## src/rtn_pkg.sv

```systemverilog
`default_nettype none

package rtn_pkg;

    // Fixed-point format and field widths.
    localparam int FRAC_BITS     = 16;
    localparam int COORD_W       = 32;
    localparam int VEC_W         = COORD_W + 1;
    localparam int MIN_W         = 17;
    localparam int WGT_W         = 18;
    localparam int IDX_W         = 16;
    localparam int CNT_W         = 17;
    localparam int MAX_TRIANGLES = 65536;

    // Shared multiplier: operands are split into limbs of LIMB_W bits.
    localparam int MUL_W      = 35;
    localparam int PROD_W     = 2 * MUL_W;
    localparam int LIMB_W     = 34;
    localparam int MINOR_W    = 2 * LIMB_W;
    localparam int STEP_W     = 4;
    localparam int STEP_COUNT = 12;

    // Determinants stay below 2^99 in magnitude; numerators carry FRAC_BITS more.
    localparam int DET_W = 104;
    localparam int NUM_W = DET_W + FRAC_BITS;

    // Quotient magnitude bits; the top bit flags a quotient out of any valid range.
    localparam int QUO_W = 34;
    localparam int MAG_W = QUO_W - 1;
    localparam int CMP_W = QUO_W + 1;

    localparam logic signed [CMP_W-1:0] FIX_ONE = CMP_W'(1 << FRAC_BITS);

    typedef logic signed [VEC_W-1:0] t_elem;
    typedef t_elem [2:0] t_vec3;

    typedef struct packed {
        logic busy;
        logic done;
    } t_det_sts;

    typedef struct packed {
        logic             done;
        logic             ovf;
        logic [QUO_W-1:0] quo;
    } t_div_rsp;

endpackage

`default_nettype wire

```

## src/rtn_det_unit.sv

```systemverilog
`default_nettype none

module rtn_det_unit import rtn_pkg::*; (
    input  wire logic                     i_clk,
    input  wire logic                     i_rst_n,
    input  wire logic                     i_start,
    input  wire t_vec3                    i_p,
    input  wire t_vec3                    i_q,
    input  wire t_vec3                    i_s,
    output t_det_sts                      o_sts,
    output logic signed [DET_W-1:0]       o_det
);

    localparam logic [STEP_W-1:0] STEP_LAST  = STEP_W'(STEP_COUNT - 1);
    localparam logic [STEP_W-1:0] STEP_ACC   = STEP_W'(STEP_COUNT / 2);

    logic                      r_busy;
    logic                      r_pv;
    logic                      r_done;
    logic [STEP_W-1:0]         r_step;
    logic [STEP_W-1:0]         r_pstep;
    logic signed [PROD_W-1:0]  r_prod;
    logic signed [MINOR_W-1:0] r_m [3];
    logic signed [DET_W-1:0]   r_acc;

    logic signed [MUL_W-1:0]   op_a;
    logic signed [MUL_W-1:0]   op_b;
    logic signed [PROD_W-1:0]  prod;
    logic [STEP_W-1:0]         iss_k;
    logic [STEP_W-1:0]         con_k;
    logic [1:0]                iss_j;
    logic [1:0]                con_j;
    logic signed [DET_W-1:0]   term;

    // Row and column of the two products that form 2x2 minor j.
    function automatic logic [1:0] minor_row(input logic [1:0] j);
        return (j == 2'd0) ? 2'd1 : 2'd0;
    endfunction

    function automatic logic [1:0] minor_col(input logic [1:0] j);
        return (j == 2'd2) ? 2'd1 : 2'd2;
    endfunction

    // Operand selection: six minor products, then each row element times both minor limbs.
    always_comb begin
        iss_k = r_step - STEP_ACC;
        iss_j = 2'd0;
        op_a  = '0;
        op_b  = '0;
        if (r_step < STEP_ACC) begin
            iss_j = r_step[2:1];
            if (!r_step[0]) begin
                op_a = MUL_W'(i_q[minor_row(iss_j)]);
                op_b = MUL_W'(i_s[minor_col(iss_j)]);
            end else begin
                op_a = MUL_W'(i_q[minor_col(iss_j)]);
                op_b = MUL_W'(i_s[minor_row(iss_j)]);
            end
        end else begin
            iss_j = iss_k[2:1];
            op_a  = MUL_W'(i_p[iss_j]);
            if (iss_k[0]) begin
                op_b = $signed({1'b0, r_m[iss_j][LIMB_W-1:0]});
            end else begin
                op_b = MUL_W'($signed(r_m[iss_j][MINOR_W-1:LIMB_W]));
            end
        end
    end

    assign prod  = op_a * op_b;
    assign con_k = r_pstep - STEP_ACC;
    assign con_j = (r_pstep < STEP_ACC) ? r_pstep[2:1] : con_k[2:1];
    assign term  = con_k[0] ? DET_W'(r_prod) : (DET_W'(r_prod) <<< LIMB_W);

    // Control: issue twelve products, then flag the result once the last one is summed.
    always_ff @(posedge i_clk) begin
        if (!i_rst_n) begin
            r_busy <= 1'b0;
            r_pv   <= 1'b0;
            r_done <= 1'b0;
        end else begin
            r_pv   <= r_busy;
            r_done <= r_pv && (r_pstep == STEP_LAST);
            if (i_start) begin
                r_busy <= 1'b1;
            end else if (r_busy && (r_step == STEP_LAST)) begin
                r_busy <= 1'b0;
            end
        end
    end

    // Datapath: product register, minors and the determinant accumulator.
    always_ff @(posedge i_clk) begin
        r_prod  <= prod;
        r_pstep <= r_step;
        if (i_start) begin
            r_step <= '0;
        end else if (r_busy) begin
            r_step <= r_step + 1'b1;
        end
        if (i_start) begin
            r_acc <= '0;
        end else if (r_pv) begin
            if (r_pstep < STEP_ACC) begin
                if (r_pstep[0]) begin
                    r_m[con_j] <= r_m[con_j] - MINOR_W'(r_prod);
                end else begin
                    r_m[con_j] <= MINOR_W'(r_prod);
                end
            end else if (con_j == 2'd1) begin
                r_acc <= r_acc - term;
            end else begin
                r_acc <= r_acc + term;
            end
        end
    end

    assign o_sts.busy = r_busy || r_pv;
    assign o_sts.done = r_done;
    assign o_det      = r_acc;

    a_start_idle: assert property (@(posedge i_clk) disable iff (!i_rst_n)
        i_start |-> !r_busy && !r_pv)
        else $error("determinant start while busy");
    a_done_after_issue: assert property (@(posedge i_clk) disable iff (!i_rst_n)
        r_done |-> !r_busy)
        else $error("determinant done while still issuing");
    a_pipe_follows: assert property (@(posedge i_clk) disable iff (!i_rst_n)
        r_busy |=> r_pv)
        else $error("issued product not captured");

endmodule

`default_nettype wire

```

## config.mk

```make
export PLATFORM = sky130hd
export DESIGN_NAME = rtn_det_unit
export DESIGN_NICKNAME = d
export VERILOG_FILES = /design/src/rtn_pkg.sv /design/src/rtn_det_unit.sv
export SDC_FILE = /design/constraint.sdc
export NUM_CORES = 2
export LEC_CHECK = 0
export BUFFER_PORTS_ARGS = -buffer_cell sky130_fd_sc_hd__buf_2
export CELL_PAD_IN_SITES_DETAIL_PLACEMENT = 0
export CELL_PAD_IN_SITES_GLOBAL_PLACEMENT = 1
export CORE_UTILIZATION = 39
export DETAILED_ROUTE_END_ITERATION = 8
export GPL_TIMING_DRIVEN = 1
export PLACE_DENSITY_LB_ADDON = 0.1
export SYNTH_ARGS = -nofsm -noshare
export SYNTH_HDL_FRONTEND = slang
export SYNTH_SLANG_ARGS = --single-unit
export TNS_END_PERCENT = 1
```

## constraint.sdc

```tcl
create_clock -name i_clk -period 27.1 [get_ports i_clk]
set_input_delay 0 -clock i_clk [delete_from_list [all_inputs] [get_ports i_clk]]
set_output_delay 0 -clock i_clk [all_outputs]
set_load 0.02 [all_outputs]
```

==> summary.md <==
| Metric | Value |
|---|---|
| Worst clock skew | `around 0.042 ns` |
| Start point of the worst min-delay path | `i_q[66]` |
| Global placement routability congestion | `approximately 0.95` |
| Leading cell type in the layout, fill and taps excluded | `sky130_fd_sc_hd__inv_1` |
| Starting density of the core | `0.393` |
| Floorplan die height | `approximately 440 µm` |
| Slew Limit Headroom | `0.0611` |
| Final antenna-violating net count | `0` |
| Peak per-stage delay on the critical path | `1.06 ns` |
| Hold Path Cell Cnt | `6` |
| HPWL after detailed placement | `approximately 240 mm` |
| Skew-Pair Late Insertion Delay | `0.66 ns` |
| Area taken by flip-flops and latches | `9840 µm²` |
| Critical-path maximum fanout | `58` |
| Detailed-routed wire length on met3 | `around 21 mm` |
| Fraction of final layout cells sized beyond drive strength 1 | `0.0933` |
| Register bit total from synthesis | `~390` |
| Standard cell with the maximum stage delay on the critical path | `sky130_fd_sc_hd__o21a_1` |
| Maximum clock frequency | `just under 80 MHz` |
| CTS Buffer Depth | `3` |
| Type of the worst setup path | `flop to flop` |
| Post-synth top area cell | `sky130_fd_sc_hd__fa_1` |
| Mean instance size in the synthesized netlist | `around 8.6 µm²` |
| Pin slew with the least headroom to its limit | `~1.4 ns` |
| RSZ-0062 raised after global routing | `no` |
| Number of buffers inserted during clock tree synthesis | `between 40 and 50` |
| Top Ports | `just over 400` |
| Setup slack of the most critical reg-to-reg path | `between 10 and 15 ns` |
| Die Footprint | `about 190000 µm²` |
| Net count after synthesis | `10.6k` |
| Metal-1 WL | `131 mm` |
| Kind of start point of the critical path | `flop` |
| Clock tree from TritonCTS | `built` |
| Async set-or-reset flop fraction in the synthesized netlist | `0` |
| Required time at the endpoint of the critical path | `between 20 and 30 ns` |
| Cell seen most often among critical-path stages | `sky130_fd_sc_hd__fa_1` |
| Worst Hold End | `r_prod[0]$_DFF_P_` |
| Setup TNS | `0 ns` |
| Period minus WS final | `between 10 and 15 ns` |
| Highest routed metal layer | `met5` |
| Max-slew violation total from the final report | `0` |
| Most used cells in the layout excluding fill and tap cells | `sky130_fd_sc_hd__inv_1 (1288), sky130_fd_sc_hd__fa_1 (1261), sky130_fd_sc_hd__nor2_1 (945), sky130_fd_sc_hd__nand2_1 (931), sky130_fd_sc_hd__a21oi_1 (557)` |
| Placeable core region | `about 190000 µm²` |
| Post-route DRC | `52` |
| Outcome | `finished with violations` |
| Clk pin slew, worst setup/hold paths | `~0.06 ns` |
| Final WL | `~300 mm` |
| Pin count of the biggest net entering global routing | `143` |
| Number of flops mapped to enable cells by yosys | `204` |
| Number of inserted filler cells in the final layout | `19.2k` |
| Setup-failing EPs final | `0` |
| Post-synthesis cell type count | `88` |
| Violation count after the first detailed-routing iteration | `approximately 5.8k` |
| Violated checks | `DRC` |
| Via count normalized by instance count | `5.66` |
| Most used DFF post-synth | `sky130_fd_sc_hd__edfxtp_1` |
| Critical Path End Type | `flop` |
| Hold-fix buffers at CTS | `2` |
| Met2 routed wirelength | `between 100 and 150 mm` |
| Period utilisation layout | `0.472` |
| Final hold violation count | `0` |
| Level count of the clock H-tree | `2` |
| Clk Tree Root Cell | `sky130_fd_sc_hd__clkbuf_16` |
| Min-Delay Path Class | `input pin to flop` |
| Worst R2R Start | `r_step[1]$_SDFFE_PP0P_` |
| Overflow left after global routing | `0` |
| Multi-input gate area in the final layout | `57300 µm²` |
| Worst Path Arrival | `about 13 ns` |
| Number of setup buffers added after CTS | `0` |
| Share of the yosys chip area belonging to registers | `0.133` |
| Number of maximum-capacitance violations | `0` |
| Routed via count | `between 60k and 70k` |
| Total Routing Usage GR | `0.316` |
| Fraction of post-synthesis cell area in the top cell type by area | `0.343` |
| P&R area growth vs syn | `8.67%` |
| Netlist area before placement | `between 70000 and 80000 µm²` |
| # clock sinks | `approximately 390` |
| WL/cell | `roughly 27 µm` |
| Largest cells by area after synthesis | `sky130_fd_sc_hd__fa_1 (34%), sky130_fd_sc_hd__edfxtp_1 (8.3%), sky130_fd_sc_hd__inv_1 (6.6%)` |
| Number of port buffers | `a little over 400` |
| Worst setup slack after layout | `around 14 ns` |
| Global-route wire length before repair | `445 mm` |
| 1st-pass router iterations | `9` |
| Synthesized instance count | `~8.6k` |
| Final nets | `10.7k` |
| R2R depth | `35` |
| FF-to-FF End | `r_prod[67]$_DFF_P_` |
| Post-CTS resize count | `0` |
| Vias in the first global route | `~65k` |
| Placement row count | `~160` |
| Number of antenna violations at the first check in global routing | `10` |
| Warning count from the yosys run | `0` |
| X dimension of the die | `between 400 and 500 µm` |
| Post-Place Setup Slack | `around 14 ns` |
routing by layer:
| layer | up-vias | track usage |
|---|---|---|
| met5 | - | 0.00479 |
| li1 | 28200 | - |
| met2 | 2413 | 0.501 |
| met1 | 32800 | 0.436 |
| met4 | 4 | 0.121 |
| met3 | 440 | 0.0451 |
layout make-up:
class / instances / area share
antenna: 11 / 0.000343
clock buffer: 53 / 0.0151
clock inverter: 33 / 0.00518
inverter: 1291 / 0.0605
multi-input combinational: 6409 / 0.715
sequential: 389 / 0.123
tap: 2495 / 0.0389
timing repair buffer: 583 / 0.0422
cell families (layout without fill, tap and decap cells):
group           count (synthesis)  count (layout)  synth area share
mux                           294             294            0.0440
buf+inv                      1823            1960            0.0930
simple gates                 2441            2441             0.143
fa+ha+maj                    1645            1645             0.408
compound gates               1720            1720             0.142
xor+xnor                      309             309            0.0367
flops                         389             389             0.133
other cells                     0              11                 0
state kept, by name, summed over array words and instances (netlist names):
register	count
r_pv	1
r_prod	70
r_m	204
o_det	104
r_busy	1
r_pstep	4
r_done	1
r_step	4
synthesized netlist by cell type, drive strengths merged, types with 13 or more instances:
| cell type | n |
|---|---|
| clkbuf | 461 |
| mux2i | 260 |
| o21bai | 50 |
| a31oi | 57 |
| edfxtp | 204 |
| dfxtp | 185 |
| nor2b | 38 |
| nand2 | 934 |
| xnor2 | 188 |
| ha | 382 |
| buf | 71 |
| a211oi | 42 |
| nor3 | 69 |
| o21ai | 375 |
| or3 | 18 |
| o21a | 70 |
| and3 | 33 |
| nand3 | 70 |
| o31ai | 22 |
| xor2 | 121 |
| a21boi | 21 |
| nor4 | 23 |
| mux4 | 23 |
| nand4 | 84 |
| and2 | 43 |
| a21oi | 565 |
| nor2 | 948 |
| o211ai | 57 |
| or2 | 52 |
| o22ai | 133 |
| fa | 1263 |
| nand2b | 79 |
| and4 | 13 |
| a21o | 204 |
| inv | 1290 |
| o41ai | 15 |
worst max-delay path by stage:
| stage | startpoint | to | slack, ns | depth (start not counted) |
|---|---|---|---|---|
| 2_1_floorplan | r_step[1]$_SDFFE_PP0P_ | r_prod[68]$_DFF_P_ | 15.64 | 40 |
| 3_3_place_gp | r_step[1]$_SDFFE_PP0P_ | r_prod[52]$_DFF_P_ | 14.51 | 38 |
| 3_5_place_dp | r_step[1]$_SDFFE_PP0P_ | r_prod[68]$_DFF_P_ | 14.39 | 35 |
| 4_1_cts | r_step[1]$_SDFFE_PP0P_ | r_prod[68]$_DFF_P_ | 14.30 | 35 |
| 5_1_grt | r_step[1]$_SDFFE_PP0P_ | r_prod[68]$_DFF_P_ | 13.57 | 35 |
| 6_report | r_step[1]$_SDFFE_PP0P_ | r_prod[67]$_DFF_P_ | 14.31 | 35 |
critical path, delay by kind of cell, from the launching register on:
family	cells	cell delay [ns]
adder cells (fa/ha/maj)	10	5.19
AO/OA/AOI/OAI	8	3.39
buffers and inverters	9	2.04
AND/OR/NAND/NOR	7	1.43
flip-flops	1	0.36
XOR/XNOR	1	0.11
through the flow:
stage	hold WS, ns	cell area (µm²)	util	instances
2_1_floorplan	0.127	73800	-	8621
3_3_place_gp	0.249	78500	0.418	11200
3_5_place_dp	0.251	78500	0.418	11200
4_1_cts	0.154	80100	0.427	11300
5_1_grt	0.183	80200	0.427	11300
6_report	0.178	80200	0.427	11300
Power is not shown: default switching activity piles up to over one toggle a cycle in this logic, so the estimate is an artifact.
