$ cat config.mk
export PLATFORM = sky130hd
export DESIGN_NAME = rtn_divider
export DESIGN_NICKNAME = d
export VERILOG_FILES = /design/src/rtn_pkg.sv /design/src/rtn_divider.sv
export SDC_FILE = /design/constraint.sdc
export NUM_CORES = 1
export LEC_CHECK = 0
export ABC_AREA = 1
export ABC_CLOCK_PERIOD_IN_PS = 4800
export BUFFER_PORTS_ARGS = -buffer_cell sky130_fd_sc_hd__buf_2
export CORE_UTILIZATION = 55
export DETAILED_ROUTE_END_ITERATION = 10
export PLACE_DENSITY = 0.78
export SETUP_SLACK_MARGIN = 0.1
export SYNTH_ARGS = -nofsm -noshare
export SYNTH_HDL_FRONTEND = slang
export SYNTH_SLANG_ARGS = --single-unit
$ cat constraint.sdc
create_clock -name i_clk -period 4.8 [get_ports i_clk]
set_input_delay 0.96 -clock i_clk [delete_from_list [all_inputs] [get_ports i_clk]]
set_output_delay 0.96 -clock i_clk [all_outputs]
set_load 0.1 [all_outputs]
$ cat src/rtn_pkg.sv
`default_nettype none

package rtn_pkg;

    // Fixed-point format and field widths.
    localparam int FRAC_BITS     = 16;
    localparam int COORD_W       = 32;
    localparam int VEC_W         = COORD_W + 1;
    localparam int MIN_W         = 17;
    localparam int WGT_W         = 18;
    localparam int IDX_W         = 16;
    localparam int CNT_W         = 17;
    localparam int MAX_TRIANGLES = 65536;

    // Shared multiplier: operands are split into limbs of LIMB_W bits.
    localparam int MUL_W      = 35;
    localparam int PROD_W     = 2 * MUL_W;
    localparam int LIMB_W     = 34;
    localparam int MINOR_W    = 2 * LIMB_W;
    localparam int STEP_W     = 4;
    localparam int STEP_COUNT = 12;

    // Determinants stay below 2^99 in magnitude; numerators carry FRAC_BITS more.
    localparam int DET_W = 104;
    localparam int NUM_W = DET_W + FRAC_BITS;

    // Quotient magnitude bits; the top bit flags a quotient out of any valid range.
    localparam int QUO_W = 34;
    localparam int MAG_W = QUO_W - 1;
    localparam int CMP_W = QUO_W + 1;

    localparam logic signed [CMP_W-1:0] FIX_ONE = CMP_W'(1 << FRAC_BITS);

    typedef logic signed [VEC_W-1:0] t_elem;
    typedef t_elem [2:0] t_vec3;

    typedef struct packed {
        logic busy;
        logic done;
    } t_det_sts;

    typedef struct packed {
        logic             done;
        logic             ovf;
        logic [QUO_W-1:0] quo;
    } t_div_rsp;

endpackage

`default_nettype wire

$ cat src/rtn_divider.sv
`default_nettype none

module rtn_divider import rtn_pkg::*; (
    input  wire logic             i_clk,
    input  wire logic             i_rst_n,
    input  wire logic             i_start,
    input  wire logic [NUM_W-1:0] i_num,
    input  wire logic [DET_W-1:0] i_den,
    output t_div_rsp              o_rsp
);

    localparam int DIV_W = DET_W + QUO_W - 1;
    localparam int CNT_B = $clog2(QUO_W + 1);

    logic             r_busy;
    logic             r_done;
    logic [CNT_B-1:0] r_cnt;
    logic [NUM_W-1:0] r_rem;
    logic [DIV_W-1:0] r_div;
    logic [QUO_W-1:0] r_quo;
    logic             ge;

    // One restoring step per cycle, divisor shifted right each time.
    assign ge = DIV_W'(r_rem) >= r_div;

    always_ff @(posedge i_clk) begin
        if (!i_rst_n) begin
            r_busy <= 1'b0;
            r_done <= 1'b0;
        end else begin
            r_done <= r_busy && (r_cnt == CNT_B'(1));
            if (i_start) begin
                r_busy <= 1'b1;
            end else if (r_busy && (r_cnt == CNT_B'(1))) begin
                r_busy <= 1'b0;
            end
        end
    end

    always_ff @(posedge i_clk) begin
        if (i_start) begin
            r_rem <= i_num;
            r_div <= {i_den, (QUO_W - 1)'(0)};
            r_cnt <= CNT_B'(QUO_W);
            r_quo <= '0;
        end else if (r_busy) begin
            r_quo <= {r_quo[QUO_W-2:0], ge};
            if (ge) begin
                r_rem <= r_rem - NUM_W'(r_div);
            end
            r_div <= r_div >> 1;
            r_cnt <= r_cnt - 1'b1;
        end
    end

    assign o_rsp.done = r_done;
    assign o_rsp.ovf  = r_quo[QUO_W-1];
    assign o_rsp.quo  = r_quo;

    a_start_idle: assert property (@(posedge i_clk) disable iff (!i_rst_n)
        i_start |-> !r_busy)
        else $error("divide start while busy");
    a_count_live: assert property (@(posedge i_clk) disable iff (!i_rst_n)
        r_busy |-> r_cnt != '0)
        else $error("divider running with empty count");
    a_done_idle: assert property (@(posedge i_clk) disable iff (!i_rst_n)
        r_done |-> !r_busy)
        else $error("divider done while busy");

endmodule

`default_nettype wire

==> run metrics, run 1 <==
Period Utilization, post-route=73.6%; I/O pin cnt=263; WHS=0.483 ns; mean post-synth cell area=6.22 um2; GRT Overall Usage=40.0%; H-tree levels=1; Setup Fix Bufs, Post-CTS=0; startpoint types=flip-flop; FILL cells=4405; Die Y=216 um; max_cap viols=0; row count=78; post-cts repair resize count=0; cells along the critical path=ha_1 > nand2_1 > nor2_1 > nand2_1 > nor2_4 > nand2_1 > nor2_1 > nand4_1 > nand3b_1 > nand2_1 > nand2_1 > nand2_1 > nand2_4 > buf_4; Pre-antenna DRT Iters=6; Sink Count=299; CTS Buffer Depth=3; Pins Over Slew Limit=0; final wirelength=94700 um; Post-synth EDFFs=224; Inst Count DP=4869; Yosys top cell by area=edfxtp_1; vias in the first global route=24552; power per cell area=337 nW/um2; synthesized flop and latch total=299; Fmax=283 MHz; die width=216 um; Detail Placement HPWL=78700 um; Routability Congestion=1.09; Clk Latency, worst-skew pair=0.62 ns; CTS tree=yes; RSZ-0062 raised after global routing=false; PortBufs=262; worst-path maximum fanout=50; Area Growth Syn to Fin=11.4%; TritonCTS buffer count=31; Synth area leaders=edfxtp_1 27%, nand2_1 24%, inv_1 13%; CP Class=reg2reg; Clock Skew=0.0331 ns; Worst Path Arrival=3.75 ns; design area=28200 um2; via count=26091; post-DR vias/cell=5.30; leakage=15.4 nW; Mapped Cells=4061; Root Buffer=clkbuf_16; mapped cell area=25300 um2; Setup TNS Final=0 ns; initial drt markers=2475; DIE AREA=46800 um2; Cell variety after synth=42; initial antenna violation count=2; DRC Markers=0; most common cell after layout, fill and taps aside=nand2_1; Worst-path clk slew=0.06 ns; Final Non-Filler Cells=4926; Tightest Hold Check Type=reg2reg; Initial Utilization=55.7%; warnings from Yosys=0; Slew HR=28.3%; most used cell, CP=nand2_1; number of nets in the layout=4652; CP endpoint kind=flip-flop; worst vdd ir=0.000316 V; GRT overflow=0; first-pass GRT wire length=141000 um; Critical Path RT=5.02 ns; Core Area=45400 um2; # hold bufs at CTS=0; asr flop ratio synth=0%; share of cells above drive strength 1=12.1%; slowest stage delay, CP=0.55 ns; Post-synth top flop=edfxtp_1; min Tclk post-route=3.53 ns; highest-count cells in the layout ignoring fill and taps=1595 x nand2_1, 908 x inv_1, 261 x buf_2; wire length per cell=19.2 um; share of the synthesized area in the top cell type=26.6%; placed cell areas=27200 um2; Slowest cell on crit path=buf_4; antenna-violating nets left=0; Post-Syn Nets=4411; largest net degree at the start of global routing=114; register area share after synthesis=32.6%; # setup viols final=0; Tightest Pin Transition=1.08 ns; status=finished clean; final hold viol count=0
layer usage:
metal / vias to the layer above / wire (um) / part of all wire, % / track usage, %
li1: 12868 / - / - / -
met3: 210 / 7270 / 7.7 / 5.36
met4: 2 / 4980 / 5.3 / 18.1
met1: 11916 / 40000 / 42 / 53.0
met5: - / 11 / 0.012 / 0
met2: 1095 / 42400 / 45 / 65.0
cell families (layout without fill, tap and decap cells):
kind of cell,after synthesis,in the layout,share of synthesized area [%]
other,0,1,0
adders and majority gates,123,123,6.12
xor gates and xnor gates,31,31,1.07
AOI/OAI and AO/OA,368,368,7.77
and+or+nand+nor,2233,2233,37.4
buffers and inverters,1007,1271,15.1
DFF,299,299,32.6
worst max-delay path: cells and delay by family (launching register included):
kind,cells,cell delay [ns]
adders and majority gates,1,0.40
DFF,1,0.38
buffers and inverters,1,0.55
and+or+nand+nor,12,1.75
per-stage QoR:
stage               total power, mW  worst slack, ns  utilization [%]
CTS                            9.38             1.31             62.1
global route                   9.99             1.10             62.1
detailed placement             7.08             1.31             60.0
floorplan                      5.77             1.21                -
finish                         9.49             1.27             62.1
global placement               7.02             1.38             60.0
Yosys cell counts, types with 16 or more instances:
library cell / count
edfxtp_1: 224
a21oi_1: 110
dfxtp_1: 75
nand2_1: 1596
nor3_1: 20
nand3_2: 17
nand3_1: 176
nand4_1: 29
nor2_4: 16
or2_2: 20
o21ai_0: 160
clkbuf_1: 47
ha_1: 122
nor2_2: 68
inv_2: 31
inv_1: 909
nor2_1: 199
o22ai_1: 64
nand2_2: 49
xnor2_1: 31
o21ai_1: 17
power by group:
group | switching [mW] | internal, mW | total, mW
Sequential | 0.0708 | 3.07 | 3.14
Clock | 1.04 | 1.29 | 2.32
Combinational | 2.85 | 1.17 | 4.02
Total | 3.96 | 5.53 | 9.49
flip-flops by register name (all words and copies together), names as in the netlist:
register	flops
r_busy	1
r_cnt	6
r_div	137
r_done	1
r_quo	34
r_rem	120
worst paths after layout:
path / to / slack (ns) / startpoint / cells after the start
hold / removal: r_quo[2] / 0.48 / r_quo[1] / 2
setup / recovery: r_rem[71] / 1.27 / r_rem[57] / 14
setup reg to reg: r_rem[71] / 1.27 / r_rem[57] / 14
hold reg to reg: r_quo[2] / 0.48 / r_quo[1] / 2
cell type report:
class,count,area [um2],area share (%)
inverter,943,3550,12.6
sequential,299,8230,29.2
tap,600,751,2.67
clock buffer,41,813,2.89
multi-input combinational,2755,13200,47.0
timing repair buffer,272,1460,5.18
antenna,1,2.50,0.00889
clock inverter,15,124,0.440
Power figures use the tool's default switching activity.
==> run 2: changes to the inputs <==
Settings changed: ABC_AREA 1 to 0, ABC_CLOCK_PERIOD_IN_PS 4800 to 3100, CORE_UTILIZATION 55 to 54.
Clock period 4.8 ns to 3.1 ns, I/O delays scaled along.
==> run metrics, run 2 <==
status=finished with violations; failing checks=setup timing; final hold viol count=0; row count=70; initial drt markers=1764; most common cell after layout, fill and taps aside=buf_4; CP endpoint kind=flip-flop; PortBufs=262; flip-flop count of the largest register after layout=137; final worst setup slack=-0.450 ns; Worst-path clk slew=0.06 ns; Period Utilization, post-route=115%; warnings from Yosys=0; Hold EP=r_done; largest net degree at the start of global routing=125; CTS tree=yes; post-DR vias/cell=6.01; Synth area leaders=edfxtp_1 33%, ha_1 7.5%, dfxtp_1 7.4%; Clock Skew=0.0192 ns; synthesized flop and latch total=299; first-pass GRT wire length=103000 um; Tightest Pin Transition=0.794 ns; biggest regs=r_div x137, r_rem x120, r_quo x34; worst hold start=i_rst_n; number of nets in the layout=3273; Clk pwr share=24.3%; CTS Buffer Depth=3; Pins Over Slew Limit=0; Pre-antenna DRT Iters=8; vias in the first global route=19655; Mapped Cells=2269; DIE AREA=38200 um2; Internal=10.6 mW; Tightest Hold Check Type=in2reg; Clk Latency, worst-skew pair=0.57 ns; placed cell areas=24800 um2; Initial Utilization=55.1%; Cell variety after synth=75; register area share after synthesis=40.7%; antenna-violating nets left=0; CP Class=reg2reg; via count=20546; Flop pwr share=30.4%; asr flop ratio synth=0%; Detail Placement HPWL=48400 um; leakage=12.3 nW; Critical Path RT=3.43 ns; hold depth=3; Comb pwr share=45.3%; Die Y=196 um; Fmax=282 MHz; GRT overflow=0; share of cells above drive strength 1=35.7%; Reg with most FFs=r_div; busiest grt layer=met2; Post-synth top flop=edfxtp_1; Inst Count DP=3274; FILL cells=2457; final wirelength=68800 um; max_cap viols=0; RSZ-0062 raised after global routing=true; RR Endpoint=r_rem[55]; Root Buffer=clkbuf_16; Sw Ratio=36.1%; worst-path maximum fanout=8; Post-Syn Nets=2619; switching power=5.96 mW; min Tclk post-route=3.55 ns; initial antenna violation count=2; Routability Congestion=1.02; WHS=0.297 ns; share of the synthesized area in the top cell type=33.3%; most common cell in the netlist=nand2_1; Sink Count=299; mapped cell area=20200 um2; GRT Overall Usage=33.8%; Area Growth Syn to Fin=40.6%; # hold bufs at CTS=0; Yosys top cell by area=edfxtp_1; Core Area=36700 um2; Setup TNS Final=-61.31 ns; r2r startpoint=r_div[34]; Slew HR=46.5%; TritonCTS buffer count=35; Post-synth EDFFs=224; mean post-synth cell area=8.91 um2; met3 usage=5.75%; # setup viols final=194; DRC Markers=0; most frequent cells after synthesis=245 x nand2_1, 224 x edfxtp_1, 195 x a21oi_1; met1 global-route usage=46.4%; Worst Path Arrival=3.88 ns; die width=196 um; flop2flop setup slack=-0.45 ns; Final Non-Filler Cells=3417; I/O pin cnt=263; power per cell area=581 nW/um2; startpoint types=flip-flop; wire length per cell=20.1 um; worst vdd ir=0.000466 V; highest-count cells in the layout ignoring fill and taps=412 x buf_4, 261 x buf_2, 231 x nand2_1; Reg2Reg Depth=16; H-tree levels=2; design area=28400 um2; met2 GRT Util=54.7%
[run 2: changes by cell type after synthesis, sizes merged, moves of 31 or more]
cell	before	now
a21o	0	50
a21oi	110	195
a22o	0	103
clkbuf	48	117
inv	940	173
mux2i	0	69
nand2	1645	245
nand3	193	31
nand4	29	60
nor2	283	169
o22ai	64	4
xor2	0	40
[run 2: final cells by class]
type                    instances  area (um2)  area share, %
multi-input cells            1662       12400           43.7
inverters                     173         649           2.28
diodes                          1        2.50        0.00880
clock inverters                15         114          0.400
flip-flops and latches        299        8240           29.0
well taps                     468         586           2.06
repair buffers                752        5460           19.2
clock buffers                  47         972           3.42
[run 2: worst max path at each step]
stage | endpoint | start | slack (ns)
2_1_floorplan | r_rem[0] | r_div[38] | -0.92
3_5_place_dp | r_rem[104] | r_rem[0] | -0.72
3_3_place_gp | r_rem[104] | r_rem[0] | -0.61
4_1_cts | r_rem[41] | r_div[38] | -0.36
5_1_grt | r_rem[55] | r_div[34] | -0.56
6_report | r_rem[55] | r_div[34] | -0.45
[run 2: logic make-up after synthesis]
logic type | count (synthesis) | synth area share (%)
AO/OA/AOI/OAI | 727 | 23.3
XOR/XNOR | 101 | 4.37
adder cells (fa/ha/maj) | 123 | 7.65
buffers and inverters | 308 | 5.90
flip-flops | 299 | 40.7
multiplexers | 73 | 3.64
AND/OR/NAND/NOR | 638 | 14.4
[run 2: routing by layer]
layer	wire [um]	vias to the layer above	share of wire, %
li1	-	9568	-
met1	29400	9847	43
met2	31400	946	46
met3	5480	185	8.0
met4	2480	0	3.6
met5	0	-	0
[run 2: power groups by stage]
stage / Combinational (mW) / Clock (mW) / Sequential [mW]
global route: 7.99 / 4.19 / 5.05
detailed placement: 6.02 / 0 / 5.07
global placement: 5.92 / 0 / 5.06
CTS: 6.61 / 4.05 / 5.01
floorplan: 3.54 / 0 / 5.01
finish: 7.49 / 4.01 / 5.02
[run 2: stage by stage]
stage / utilization (%) / worst slack (ns) / power (mW)
2_1_floorplan: - / -0.917 / 8.55
3_3_place_gp: 67.7 / -0.611 / 11.0
3_5_place_dp: 67.7 / -0.719 / 11.1
4_1_cts: 74.2 / -0.358 / 15.7
5_1_grt: 77.5 / -0.564 / 17.2
6_report: 77.5 / -0.450 / 16.5
[run 2: what timing repair did]
action | in CTS | in global routing
resized for setup | 234 | 205
setup buffers | 37 | 47
endpoints found under the setup margin | 206 | 210
pin swaps | 105 | 118
cloned | 2 | 6
[run 2: worst max-delay path: stages (launching register included)]
cell and delay, ns:
edfxtp_1 0.41, inv_1 0.09, ha_1 0.26, a21oi_2 0.17, buf_4 0.13, o21ai_0 0.07
a21o_1 0.21, a221o_1 0.34, a221o_1 0.35, a21o_1 0.19, o21ai_2 0.15, a21o_1 0.18
a21oi_2 0.08, nand3_2 0.11, nand3_4 0.16, buf_8 0.23, clkbuf_16 0.17
